<file path="src/rtl/prt_pkg.sv">
// Shared types and constants for the palette RGB555 threshold block.
`timescale 1ns / 1ps

package prt_pkg;

   // Channel and field widths
   localparam int CHAN_W        = 8;
   localparam int INDEX_W       = 4;
   localparam int COLOR_W       = 15;
   localparam int ROW_WIDTH_W   = 13;
   localparam int THRESHOLD_W   = 8;
   localparam int CSR_DATA_W    = 13;
   localparam int CSR_INDEX_W   = 1;
   localparam int PALETTE_DEPTH = 16;

   // Default row width limit handed to the top level
   localparam int MAX_ROW_WIDTH_DEF = 4096;

   // Command codes
   localparam logic CMD_LOAD  = 1'b0;
   localparam logic CMD_PIXEL = 1'b1;

   // Register indexes
   localparam logic [CSR_INDEX_W-1:0] CSR_ROW_WIDTH      = 1'b0;
   localparam logic [CSR_INDEX_W-1:0] CSR_LUMA_THRESHOLD = 1'b1;

   // Register reset values
   localparam logic [ROW_WIDTH_W-1:0] ROW_WIDTH_RST      = 13'd1;
   localparam logic [THRESHOLD_W-1:0] LUMA_THRESHOLD_RST = 8'd128;

   // Luma weights; the weighted sum fits 18 bits (255 * 1000 and 256 * 1000)
   localparam int LUMA_W      = 18;
   localparam int LUMA_R_COEF = 299;
   localparam int LUMA_G_COEF = 587;
   localparam int LUMA_B_COEF = 114;
   localparam int LUMA_DIV    = 1000;

   localparam logic [COLOR_W-1:0] WHITE555 = 15'h7FFF;
   localparam logic [COLOR_W-1:0] BLACK555 = 15'h0000;

   typedef struct packed {
      logic [CHAN_W-1:0] red;
      logic [CHAN_W-1:0] green;
      logic [CHAN_W-1:0] blue;
   } rgb_type;

   typedef struct packed {
      logic              command;
      logic [INDEX_W-1:0] entry_index;
      logic [CHAN_W-1:0] entry_red;
      logic [CHAN_W-1:0] entry_green;
      logic [CHAN_W-1:0] entry_blue;
      logic [CHAN_W-1:0] packed_pixels;
   } req_word_type;

   typedef struct packed {
      logic [COLOR_W-1:0] color_first;
      logic [COLOR_W-1:0] mono_first;
      logic [COLOR_W-1:0] color_second;
      logic [COLOR_W-1:0] mono_second;
      logic               second_valid;
      logic               row_end;
   } rsp_word_type;

   // Row position flags from the column tracker
   typedef struct packed {
      logic second_valid;
      logic row_end;
   } col_flags_type;

endpackage

</file>
<file path="src/rtl/prt_palette_mem.sv">
// Palette memory: one write port, two registered read ports.
`timescale 1ns / 1ps

module prt_palette_mem (
   input  logic                                 clock,
   input  logic                                 wr_en,
   input  logic [prt_pkg::INDEX_W-1:0]          wr_addr,
   input  prt_pkg::rgb_type                     wr_data,
   input  logic                                 rd_en,
   input  logic [prt_pkg::INDEX_W-1:0]          rd_addr_a,
   input  logic [prt_pkg::INDEX_W-1:0]          rd_addr_b,
   output prt_pkg::rgb_type                     rd_data_a,
   output prt_pkg::rgb_type                     rd_data_b
);
   import prt_pkg::*;

   rgb_type mem [PALETTE_DEPTH];
   rgb_type rd_a_ff;
   rgb_type rd_b_ff;

   always_ff @(posedge clock) begin
      if (wr_en) begin
         mem[wr_addr] <= wr_data;
      end
   end

   always_ff @(posedge clock) begin
      if (rd_en) begin
         rd_a_ff <= mem[rd_addr_a];
         rd_b_ff <= mem[rd_addr_b];
      end
   end

   assign rd_data_a = rd_a_ff;
   assign rd_data_b = rd_b_ff;

endmodule

</file>
<file path="src/rtl/prt_pixel_conv.sv">
// Pixel converter: RGB555 packing and luma threshold for one palette entry.
`timescale 1ns / 1ps

module prt_pixel_conv (
   input  prt_pkg::rgb_type                  entry,
   input  logic [prt_pkg::THRESHOLD_W-1:0]   threshold,
   output logic [prt_pkg::COLOR_W-1:0]       color,
   output logic [prt_pkg::COLOR_W-1:0]       mono
);
   import prt_pkg::*;

   logic [LUMA_W-1:0]      luma_sum;
   logic [THRESHOLD_W:0]   thr_plus;
   logic [LUMA_W-1:0]      luma_bound;

   // floor(sum / 1000) > thr  <=>  sum >= 1000 * (thr + 1)
   assign luma_sum = LUMA_W'(entry.red)   * LUMA_W'(LUMA_R_COEF)
                   + LUMA_W'(entry.green) * LUMA_W'(LUMA_G_COEF)
                   + LUMA_W'(entry.blue)  * LUMA_W'(LUMA_B_COEF);

   assign thr_plus   = {1'b0, threshold} + (THRESHOLD_W + 1)'(1);
   assign luma_bound = LUMA_W'(thr_plus) * LUMA_W'(LUMA_DIV);

   assign color = {entry.red[CHAN_W-1 -: 5], entry.green[CHAN_W-1 -: 5],
                   entry.blue[CHAN_W-1 -: 5]};
   assign mono  = (luma_sum >= luma_bound) ? WHITE555 : BLACK555;

endmodule

</file>
<file path="src/rtl/prt_column.sv">
// Column tracker: counts pixels within a row and flags second pixel and row end.
`timescale 1ns / 1ps

module prt_column #(
   parameter int MAX_ROW_WIDTH = prt_pkg::MAX_ROW_WIDTH_DEF
) (
   input  logic                               clock,
   input  logic                               reset,
   input  logic                               advance,
   input  logic [prt_pkg::ROW_WIDTH_W-1:0]    row_width,
   output prt_pkg::col_flags_type             flags
);
   import prt_pkg::*;

   localparam int COL_W  = $clog2(MAX_ROW_WIDTH);
   localparam int WW     = $clog2(MAX_ROW_WIDTH + 1);
   localparam int CALC_W = ((WW > ROW_WIDTH_W) ? WW : ROW_WIDTH_W) + 1;

   logic [COL_W-1:0]  col_ff;
   logic [COL_W-1:0]  col_in;
   logic [CALC_W-1:0] width_eff;
   logic [CALC_W-1:0] col_ext;
   logic [CALC_W-1:0] col_next;
   logic              second;
   logic              last;

   // Clamp the width to 1..MAX_ROW_WIDTH
   always_comb begin
      if (row_width == '0) begin
         width_eff = CALC_W'(1);
      end else if (CALC_W'(row_width) > CALC_W'(MAX_ROW_WIDTH)) begin
         width_eff = CALC_W'(MAX_ROW_WIDTH);
      end else begin
         width_eff = CALC_W'(row_width);
      end
   end

   assign col_ext  = CALC_W'(col_ff);
   assign second   = (col_ext + CALC_W'(1)) < width_eff;
   assign col_next = col_ext + (second ? CALC_W'(2) : CALC_W'(1));
   assign last     = col_next >= width_eff;

   always_comb begin
      col_in = col_ff;
      if (advance) begin
         col_in = last ? '0 : col_next[COL_W-1:0];
      end
   end

   always_ff @(posedge clock) begin
      if (reset) begin
         col_ff <= '0;
      end else begin
         col_ff <= col_in;
      end
   end

   assign flags.second_valid = second;
   assign flags.row_end      = last;

endmodule

</file>
<file path="src/rtl/palette_rgb555_threshold_top.sv">
// Top level: palette 4-bit to RGB555 converter with luma threshold output.
// Path: a pixel word is read from the palette into the lookup stage, then converted
// into the result register. One word per cycle while req_stall is low; load words
// take the same slot and give no result.
// Reset: synchronous; clears pipeline valids, column count and registers to defaults.
`timescale 1ns / 1ps

module palette_rgb555_threshold_top #(
   parameter int MAX_ROW_WIDTH = prt_pkg::MAX_ROW_WIDTH_DEF
) (
   input  logic                               clock,
   input  logic                               reset,
   // Input channel
   input  logic                               req_valid,
   output logic                               req_stall,
   input  prt_pkg::req_word_type              req_word,
   // Result channel
   output logic                               rsp_valid,
   input  logic                               rsp_stall,
   output prt_pkg::rsp_word_type              rsp_word,
   // Register write port
   input  logic                               csr_write_en,
   input  logic [prt_pkg::CSR_INDEX_W-1:0]    csr_index,
   input  logic [prt_pkg::CSR_DATA_W-1:0]     csr_data
);
   import prt_pkg::*;

   // Configuration registers
   logic [ROW_WIDTH_W-1:0]  row_width_ff;
   logic [THRESHOLD_W-1:0]  luma_threshold_ff;

   // Lookup stage (palette read data lives in the memory)
   logic           s1_vld_ff;
   logic           s1_vld_in;
   col_flags_type  s1_flags_ff;

   // Result stage
   logic           rsp_valid_ff;
   rsp_word_type   rsp_word_ff;
   rsp_word_type   rsp_word_in;

   logic           req_accept;
   logic           pix_accept;
   logic           load_accept;
   logic           out_adv;

   col_flags_type  col_flags;
   rgb_type        entry_first;
   rgb_type        entry_second;
   rgb_type        load_entry;
   logic [COLOR_W-1:0] color_a;
   logic [COLOR_W-1:0] mono_a;
   logic [COLOR_W-1:0] color_b;
   logic [COLOR_W-1:0] mono_b;

   // ------------------------------------------------------------------
   // Handshake: the result register drains when empty or taken; the lookup
   // stage moves forward whenever the result register can take it.
   // ------------------------------------------------------------------
   assign out_adv     = !rsp_valid_ff || !rsp_stall;
   assign req_stall   = s1_vld_ff && !out_adv;
   assign req_accept  = req_valid && !req_stall;
   assign pix_accept  = req_accept && (req_word.command == CMD_PIXEL);
   assign load_accept = req_accept && (req_word.command == CMD_LOAD);

   // ------------------------------------------------------------------
   // Register writes; unknown indexes fall to the default arm and drop.
   // ------------------------------------------------------------------
   always_ff @(posedge clock) begin
      if (reset) begin
         row_width_ff      <= ROW_WIDTH_RST;
         luma_threshold_ff <= LUMA_THRESHOLD_RST;
      end else if (csr_write_en) begin
         case (csr_index)
            CSR_ROW_WIDTH:      row_width_ff      <= csr_data[ROW_WIDTH_W-1:0];
            CSR_LUMA_THRESHOLD: luma_threshold_ff <= csr_data[THRESHOLD_W-1:0];
            default: ;
         endcase
      end
   end

   // ------------------------------------------------------------------
   // Palette: loads write at accept; a pixel reads both nibbles at accept,
   // so a load just before is already visible.
   // ------------------------------------------------------------------
   assign load_entry.red   = req_word.entry_red;
   assign load_entry.green = req_word.entry_green;
   assign load_entry.blue  = req_word.entry_blue;

   prt_palette_mem u_palette (
      .clock     (clock),
      .wr_en     (load_accept),
      .wr_addr   (req_word.entry_index),
      .wr_data   (load_entry),
      .rd_en     (pix_accept),
      .rd_addr_a (req_word.packed_pixels[CHAN_W-1 -: INDEX_W]),
      .rd_addr_b (req_word.packed_pixels[INDEX_W-1:0]),
      .rd_data_a (entry_first),
      .rd_data_b (entry_second)
   );

   // Column position advances on each pixel word; loads leave it alone.
   prt_column #(
      .MAX_ROW_WIDTH (MAX_ROW_WIDTH)
   ) u_column (
      .clock     (clock),
      .reset     (reset),
      .advance   (pix_accept),
      .row_width (row_width_ff),
      .flags     (col_flags)
   );

   // Hold the lookup stage while stalled, otherwise take the next pixel.
   assign s1_vld_in = req_stall ? s1_vld_ff : pix_accept;

   always_ff @(posedge clock) begin
      if (reset) begin
         s1_vld_ff <= 1'b0;
      end else begin
         s1_vld_ff <= s1_vld_in;
      end
   end

   always_ff @(posedge clock) begin
      if (pix_accept) begin
         s1_flags_ff <= col_flags;
      end
   end

   // ------------------------------------------------------------------
   // Convert both pixels; blank the second one when it falls past the row.
   // ------------------------------------------------------------------
   prt_pixel_conv u_conv_first (
      .entry     (entry_first),
      .threshold (luma_threshold_ff),
      .color     (color_a),
      .mono      (mono_a)
   );

   prt_pixel_conv u_conv_second (
      .entry     (entry_second),
      .threshold (luma_threshold_ff),
      .color     (color_b),
      .mono      (mono_b)
   );

   always_comb begin
      rsp_word_in.color_first  = color_a;
      rsp_word_in.mono_first   = mono_a;
      rsp_word_in.color_second = s1_flags_ff.second_valid ? color_b : BLACK555;
      rsp_word_in.mono_second  = s1_flags_ff.second_valid ? mono_b : BLACK555;
      rsp_word_in.second_valid = s1_flags_ff.second_valid;
      rsp_word_in.row_end      = s1_flags_ff.row_end;
   end

   // Result register: load when the slot frees up, hold while stalled.
   always_ff @(posedge clock) begin
      if (reset) begin
         rsp_valid_ff <= 1'b0;
      end else if (out_adv) begin
         rsp_valid_ff <= s1_vld_ff;
      end
   end

   always_ff @(posedge clock) begin
      if (out_adv && s1_vld_ff) begin
         rsp_word_ff <= rsp_word_in;
      end
   end

   assign rsp_valid = rsp_valid_ff;
   assign rsp_word  = rsp_word_ff;

`ifndef SYNTHESIS
   // A result only appears after a word sat in the lookup stage.
   a_rsp_from_s1: assert property (@(posedge clock) disable iff (reset)
      $rose(rsp_valid_ff) |-> $past(s1_vld_ff))
      else $error("result appeared without a looked-up word");

   // Input back-pressure only comes from an occupied lookup stage.
   a_stall_needs_s1: assert property (@(posedge clock) disable iff (reset)
      req_stall |-> s1_vld_ff)
      else $error("input stalled with empty lookup stage");

   // A looked-up word held by back-pressure is not lost.
   a_s1_held: assert property (@(posedge clock) disable iff (reset)
      (s1_vld_ff && !out_adv) |=> s1_vld_ff)
      else $error("lookup stage dropped a stalled word");

   // A second pixel outside the row is blank in the result.
   a_second_blank: assert property (@(posedge clock) disable iff (reset)
      (rsp_valid_ff && !rsp_word_ff.second_valid) |->
         (rsp_word_ff.color_second == BLACK555 && rsp_word_ff.mono_second == BLACK555))
      else $error("second pixel not blanked outside the row");
`endif

endmodule
</file>
<file path="config.mk">
export PLATFORM = sky130hd
export DESIGN_NAME = palette_rgb555_threshold_top
export DESIGN_NICKNAME = d
export VERILOG_FILES = /design/src/rtl/prt_pkg.sv /design/src/rtl/prt_palette_mem.sv /design/src/rtl/prt_pixel_conv.sv /design/src/rtl/prt_column.sv /design/src/rtl/palette_rgb555_threshold_top.sv
export SDC_FILE = /design/constraint.sdc
export NUM_CORES = 1
export LEC_CHECK = 0
export ABC_AREA = 1
export BUFFER_PORTS_ARGS = -buffer_cell sky130_fd_sc_hd__buf_2
export CAP_MARGIN = 20
export CORE_ASPECT_RATIO = 1.5
export CORE_MARGIN = 8
export CORE_UTILIZATION = 46
export CTS_CLUSTER_DIAMETER = 30
export DETAILED_ROUTE_END_ITERATION = 6
export SYNTH_ARGS = -nofsm -noshare
export SYNTH_HDL_FRONTEND = slang
export SYNTH_HIERARCHICAL = 1
export SYNTH_SLANG_ARGS = --single-unit
</file>
<file path="constraint.sdc">
create_clock -name clock -period 6.4 [get_ports clock]
set_clock_uncertainty 0.05 [all_clocks]
set_input_delay 0 -clock clock [delete_from_list [all_inputs] [get_ports clock]]
set_output_delay 0 -clock clock [all_outputs]
set_load 0.05 [all_outputs]
</file>
==> metrics, run 1 <==
Area after DPL 41200 µm²; Arr. time, crit path around 7 ns; synth unique cells 41; status complete, but fails checks; Worst-path clk slew 0.05 ns; clk_lat worst skew approximately 0.7 ns; peak supply drop 0.000714 V; DRT Wirelength 111000 µm; Max-slew headroom 18.8%; CP Class flip-flop to flip-flop; I/O Buffers between 100 and 150; Root Buffer clkbuf_16; drt drc 0; Sw Share between 40 and 50%; Net count, final 5432; HP Class input port to flip-flop; Worst setup EP type flip-flop; detailed-router iteration count before antenna repair 7; largest family of logic cells by synthesized area simple AND/OR/NAND/NOR gates; GRT overflow 0; XOR/XNOR share of the synthesized area 1.88%; setup violators final 30; die footprint 95500 µm²; max-slew violations 0; Worst Slack Setup Final -0.198 ns; RSZ-0062 raised after global routing yes; Worst path max stage delay 0.55 ns; failing checks negative setup slack; CTS H-tree lvls 3; post-DP HPWL a little over 70000 µm; post-route ant nets 0; crit path time final 6.60 ns; Clk pwr share 20.3%; CP Launch Type flip-flop; core footprint 84900 µm²; Seq cells post-synth approximately 530; CTS Buffer Depth 3; clock sink count 531; design area around 46000 µm²; CTS tree built; DR vias/cell a little over 5; NetSw roughly 12000 µW; largest net degree at the start of global routing 124; Pint 14900 µW; Power Dens Cells 580 nW/µm²; slowest CP cell fa_1; Pleak 0.0225 µW; Most common cell on crit path fa_1; mapped cell area 39400 µm²; Starting Density 46.4%; initial antenna violation count 5; simple-gate share of the synthesized area between 20% and 30%; fraction of layout cells with a size suffix above 1 12.4%; Ports 120; total of warnings raised by yosys 6; adder and majority gate portion of the synthesized area between 20% and 30%; post-synthesis mux area share 0%; combinational cell fraction of total power 63.9%; die height 374 µm; Sequential Power Share 15.8%; Rows about 130; post-synthesis compound-gate area fraction 1.63%; FMAX between 0.15 and 0.2 GHz; Setup TNS -5.34 ns; CTS Buf Count 97; Req. time, crit path between 6 and 7 ns; vias in the first global route 31100; sequential fraction of the synthesis area approximately two fifths; Final Hold Vio Count 0; DR WL/cell 18.3 µm; Syn Area/Cell 8.43 µm²; routed vias 31100; Mapped Cells 4675; max cap viols 0; crit share post-route 103%; first-pass GRT wire length 172000 µm; Crit Path Max Fanout 7; chip width 255 µm; Mapped Nets approximately 5300; area grow syn2layout 17.2%; total track usage 23.2%; Starting DRT DRC Count 2154; Worst Tran Pin Value 1.22 ns; GPL Wtd Cong approximately 0.85
[through the flow]
step                      power [µW]  hold slack (ns)  setup slack [ns]  cells  utilization [%]
final                          26800           0.0680            -0.198   6065             54.4
after global routing           29100           0.0615            -0.458   6064             54.4
after CTS                      25300           0.0122            -0.261   6057             54.0
after detailed placement       17900            0.195            -0.326   5805             48.6
after global placement         17700            0.192            -0.244   5805             48.6
after floorplan                15000           0.0191           -0.0412   4675                -
[layout make-up]
| cell class | count | area [µm²] |
|---|---|---|
| Fill cell | 7777 | 38700 |
| Tap cell | 1130 | 1410 |
| Multi-Input combinational cell | 2928 | 19700 |
| Inverter | 988 | 3730 |
| Timing Repair Buffer | 301 | 2210 |
| Sequential cell | 531 | 15600 |
| Antenna cell | 4 | 10.0 |
| Clock buffer | 107 | 2460 |
| Clock inverter | 76 | 1040 |
[cells in the mapped netlist, drive strengths merged]
cell type  instances  area (µm²)
a211oi             1        7.51
a21boi             2        15.0
a21o               1        7.51
a21oi             68         340
and3               1        6.26
and3b              1        8.76
buf              201        1170
clkbuf            28         109
dfxtp             35         701
edfxtp           496       14900
fa               195        3900
ha               334        4180
inv              988        3710
nand2           1249        4700
nand3            746        3750
nand3b             5        37.5
nand4             18         113
nor2             157         622
nor3              18         101
nor4               2        12.5
o211ai             1        7.51
o21a               5        37.5
o21ai             33         176
o21bai             7        52.6
or2                2        12.5
xnor2             26         228
xor2              55         512
[layer usage]
metal | routed length, µm | track usage, % | vias to the layer above
met3 | 6690 | 3.25 | 269
met2 | 58500 | 43.1 | 1038
met4 | 4880 | 10.5 | 2
li1 | - | - | 15000
met1 | 40600 | 25.8 | 14800
met5 | 13 | 0 | -
[cells by family (layout without fill, tap and decap cells)]
logic type               after synthesis  after routing
XOR/XNOR                              81             81
buffers and inverters               1217           1472
AND/OR/NAND/NOR                     2199           2200
adder cells (fa/ha/maj)              529            529
AO/OA/AOI/OAI                        118            118
flip-flops                           531            531
other                                  0              4
[power by group through the flow]
stage,registers (µW),logic [µW],clock network (µW)
final,4240,17100,5440
after global routing,4250,19100,5680
after CTS,4240,15600,5520
after detailed placement,4300,13600,0
after global placement,4310,13400,0
after floorplan,4600,10400,0
[placed cells by master (no fill, tap or decap), drive strengths merged]
master,synthesis,routed
nand2,1249,1249
inv,988,1006
nand3,746,747
edfxtp,496,496
ha,334,334
buf,201,239
fa,195,195
nor2,157,157
clkbuf,28,107
a21oi,68,68
dlygate4sd3,0,62
xor2,55,55
dfxtp,35,35
o21ai,33,33
clkinv,0,33
xnor2,26,26
nand4,18,18
nor3,18,18
bufinv,0,17
clkinvlp,0,8
o21bai,7,7
o21a,5,5
nand3b,5,5
diode,0,4
a21boi,2,2
nor4,2,2
or2,2,2
o211ai,1,1
a211oi,1,1
and3b,1,1
and3,1,1
a21o,1,1
[worst max-delay path: cells and delay by family (launching register included)]
kind,cells,cell delay (ns)
adder cells (fa/ha/maj),11,4.06
AND/OR/NAND/NOR,8,0.85
buffers and inverters,8,0.61
flip-flops,1,0.41
XOR/XNOR,2,0.31
AO/OA/AOI/OAI,1,0.11
[repair_timing]
| item | CTS | global route |
|---|---|---|
| setup buffers | 5 | 4 |
| cloned | 2 | 0 |
| pin swaps | 27 | 50 |
| hold endpoints to repair | 421 | 0 |
| gates resized for setup | 82 | 77 |
| hold buffers | 62 | 0 |
| setup endpoints to repair | 30 | 30 |
[final timing paths]
path                     startpoint              endpoint  slack (ns)  cells past startpoint
min                    req_word[33]  u_palette/mem[7][22]        0.07                      3
max          u_palette/rd_data_a[0]          rsp_word[44]       -0.20                     30
max reg2reg  u_palette/rd_data_a[0]          rsp_word[44]       -0.20                     30
min reg2reg          rsp_word_in[0]           rsp_word[0]        0.37                      0
[flip-flops by register name (all words and copies together), names as in the netlist]
| register | flops |
|---|---|
| s1_vld_ff | 1 |
| rsp_word | 62 |
| u_column/col_ff | 12 |
| rsp_valid | 1 |
| luma_threshold_ff | 8 |
| u_palette/rd_data_b | 24 |
| u_palette/rd_data_a | 24 |
| u_palette/mem | 384 |
| row_width_ff | 13 |
| rsp_word_in | 2 |
(Power assumes the default switching activity.)
==> inputs of run 2 (changes only) <==
--- a/config.mk
+++ b/config.mk
@@ -6,13 +6,14 @@
 export NUM_CORES = 1
 export LEC_CHECK = 0
 export ABC_AREA = 1
-export BUFFER_PORTS_ARGS = -buffer_cell sky130_fd_sc_hd__buf_2
+export BUFFER_PORTS_ARGS = -buffer_cell sky130_fd_sc_hd__clkbuf_2
 export CAP_MARGIN = 20
 export CORE_ASPECT_RATIO = 1.5
 export CORE_MARGIN = 8
 export CORE_UTILIZATION = 46
 export CTS_CLUSTER_DIAMETER = 30
 export DETAILED_ROUTE_END_ITERATION = 6
+export PLACE_DENSITY_LB_ADDON = 0.3
 export SYNTH_ARGS = -nofsm -noshare
 export SYNTH_HDL_FRONTEND = slang
 export SYNTH_HIERARCHICAL = 1
==> metrics, run 2 (synthesis results as in run 1) <==
core footprint 84900 µm² (unchanged); I/O Buffers 119 (unchanged); CTS Buffer Depth 3 (unchanged); RSZ-0062 raised after global routing yes (unchanged); routed vias 31600 (was 31100); Worst Slack Setup Final -0.215 ns (was -0.198 ns); area of the multi-input gates 19800 µm² (was 19700 µm²); status complete, but fails checks (unchanged); CP Class flip-flop to flip-flop (unchanged); placed cell count 5804 (was 5805); chip width 255 µm (unchanged); CTS H-tree lvls 3 (unchanged); post-DP HPWL 70400 µm (was 70900 µm); crit path time final 6.61 ns (was 6.60 ns); DR vias/cell 5.22 (was 5.14); Req. time, crit path 6.88 ns (was 6.86 ns); post-route ant nets 0 (unchanged); slowest CP cell fa_1 (unchanged); Largest Register u_palette/mem (unchanged); Pleak 0.0225 µW (about the same); DR WL/cell 18.1 µm (was 18.3 µm); first-pass GRT wire length 170000 µm (was 172000 µm); initial antenna violation count 4 (was 5); Layout Cells excl Fill 6058 (was 6065); Worst Tran Pin Value 1.07 ns (was 1.22 ns); total track usage 22.7% (was 23.2%); Worst-path clk slew 0.06 ns (was 0.05 ns); Worst path max stage delay 0.57 ns (was 0.55 ns); Ports 120 (unchanged); HP Class input port to flip-flop (unchanged); Starting Density 46.4% (unchanged); detailed-router iteration count before antenna repair 6 (was 7); largest net degree at the start of global routing 125 (was 124); die footprint 95500 µm² (unchanged); GRT overflow 0 (unchanged); Power Dens Cells 583 nW/µm² (was 580 nW/µm²); CTS Buf Count 89 (was 97); max cap viols 0 (unchanged); GPL Wtd Cong 0.878 (was 0.847); clock sink count 531 (unchanged); peak supply drop 0.000613 V (was 0.000714 V); Rows 131 (unchanged); Arr. time, crit path 7.09 ns (was 7.06 ns); vias in the first global route 31900 (was 31100); fillers 7658 (was 7777); Starting DRT DRC Count 2301 (was 2154); Root Buffer clkbuf_16 (unchanged); drt drc 0 (unchanged); Crit Path Max Fanout 8 (was 7); crit share post-route 103% (about the same); max-slew violations 0 (unchanged); DRT Wirelength 109000 µm (was 111000 µm); Worst setup EP type flip-flop (unchanged); hold_ws 0.0718 ns (was 0.0680 ns); FMAX 0.151 GHz (was 0.152 GHz); failing checks negative setup slack (unchanged); Power Total 26700 µW (was 26800 µW); CP Launch Type flip-flop (unchanged); setup violators final 30 (unchanged); fraction of layout cells with a size suffix above 1 12.2% (was 12.4%); die height 374 µm (unchanged); CTS tree built (unchanged); max FFs per register 384 (unchanged); register area 15600 µm² (unchanged); Final Hold Vio Count 0 (unchanged); Net count, final 5436 (was 5432); Most common cell on crit path fa_1 (unchanged); clk_lat worst skew 0.66 ns (was 0.70 ns); most frequent cells in the layout nand2_1 (1187), inv_1 (958), nand3_1 (738), edfxtp_1 (496), ha_1 (305) (was nand2_1 (1190), inv_1 (951), nand3_1 (738), edfxtp_1 (496), ha_1 (305)); commonest non-fill, non-tap cell in the layout nand2_1 (unchanged); Max-slew headroom 28.2% (was 18.8%); area grow syn2layout 16.5% (was 17.2%)
==> run 2: worst paths after layout <==
kind	startpoint	endpoint	slack (ns)	cells after the start
max reg2reg	u_palette/rd_data_b[0]	rsp_word[7]	-0.21	31
min	req_word[32]	u_palette/mem[5][6]	0.07	3
min reg2reg	rsp_word_in[0]	rsp_word[0]	0.37	0
max	u_palette/rd_data_b[0]	rsp_word[7]	-0.21	31
==> run 2: layout make-up <==
cell class | instances | area share (%)
repair buffers | 312 | 5.01
well taps | 1130 | 3.08
flip-flops and latches | 531 | 34.0
inverters | 988 | 8.12
clock buffers | 96 | 5.00
diodes | 3 | 0.0164
clock inverters | 69 | 1.65
multi-input cells | 2929 | 43.2
==> run 2: where the power goes <==
group / internal, µW / total, µW / switching, µW
clock network: 2980 / 4810 / 1830
logic: 7450 / 17700 / 10300
registers: 4160 / 4240 / 81.1
total: 14600 / 26700 / 12200
==> run 2: what timing repair did <==
action,CTS,global route
buffers inserted,11,5
endpoints found under the hold margin,420,0
cloned,2,0
setup endpoints to repair,30,30
resized for setup,98,71
hold buffers,67,0
pin swaps,55,42
==> run 2: stage by stage <==
stage	setup slack (ns)	instance area, µm²	TNS (ns)	utilization [%]
floorplan	-0.0412	39600	-0.576	-
global placement	-0.262	41200	-6.79	48.5
detailed placement	-0.418	41200	-10.69	48.5
CTS	-0.182	45500	-4.23	53.6
global route	-0.482	45900	-12.30	54.1
finish	-0.215	45900	-5.56	54.1
==> run 2: worst max-delay path, delay by kind of cell, from the launching register on <==
| family | cells | cell delay [ns] |
|---|---|---|
| AND/OR/NAND/NOR | 11 | 1.22 |
| buffers and inverters | 8 | 0.45 |
| adder cells (fa/ha/maj) | 11 | 4.16 |
| XOR/XNOR | 1 | 0.19 |
| flip-flops | 1 | 0.41 |
==> run 2: per-layer routing <==
layer / vias up / GRT usage, % / share of wire (%) / wire (µm)
met5: - / 0 / 0.011 / 12
met2: 1336 / 41.0 / 51 / 55900
li1: 15100 / - / - / -
met4: 2 / 11.6 / 5.0 / 5420
met3: 308 / 4.25 / 8.1 / 8880
met1: 14900 / 25.2 / 36 / 39200
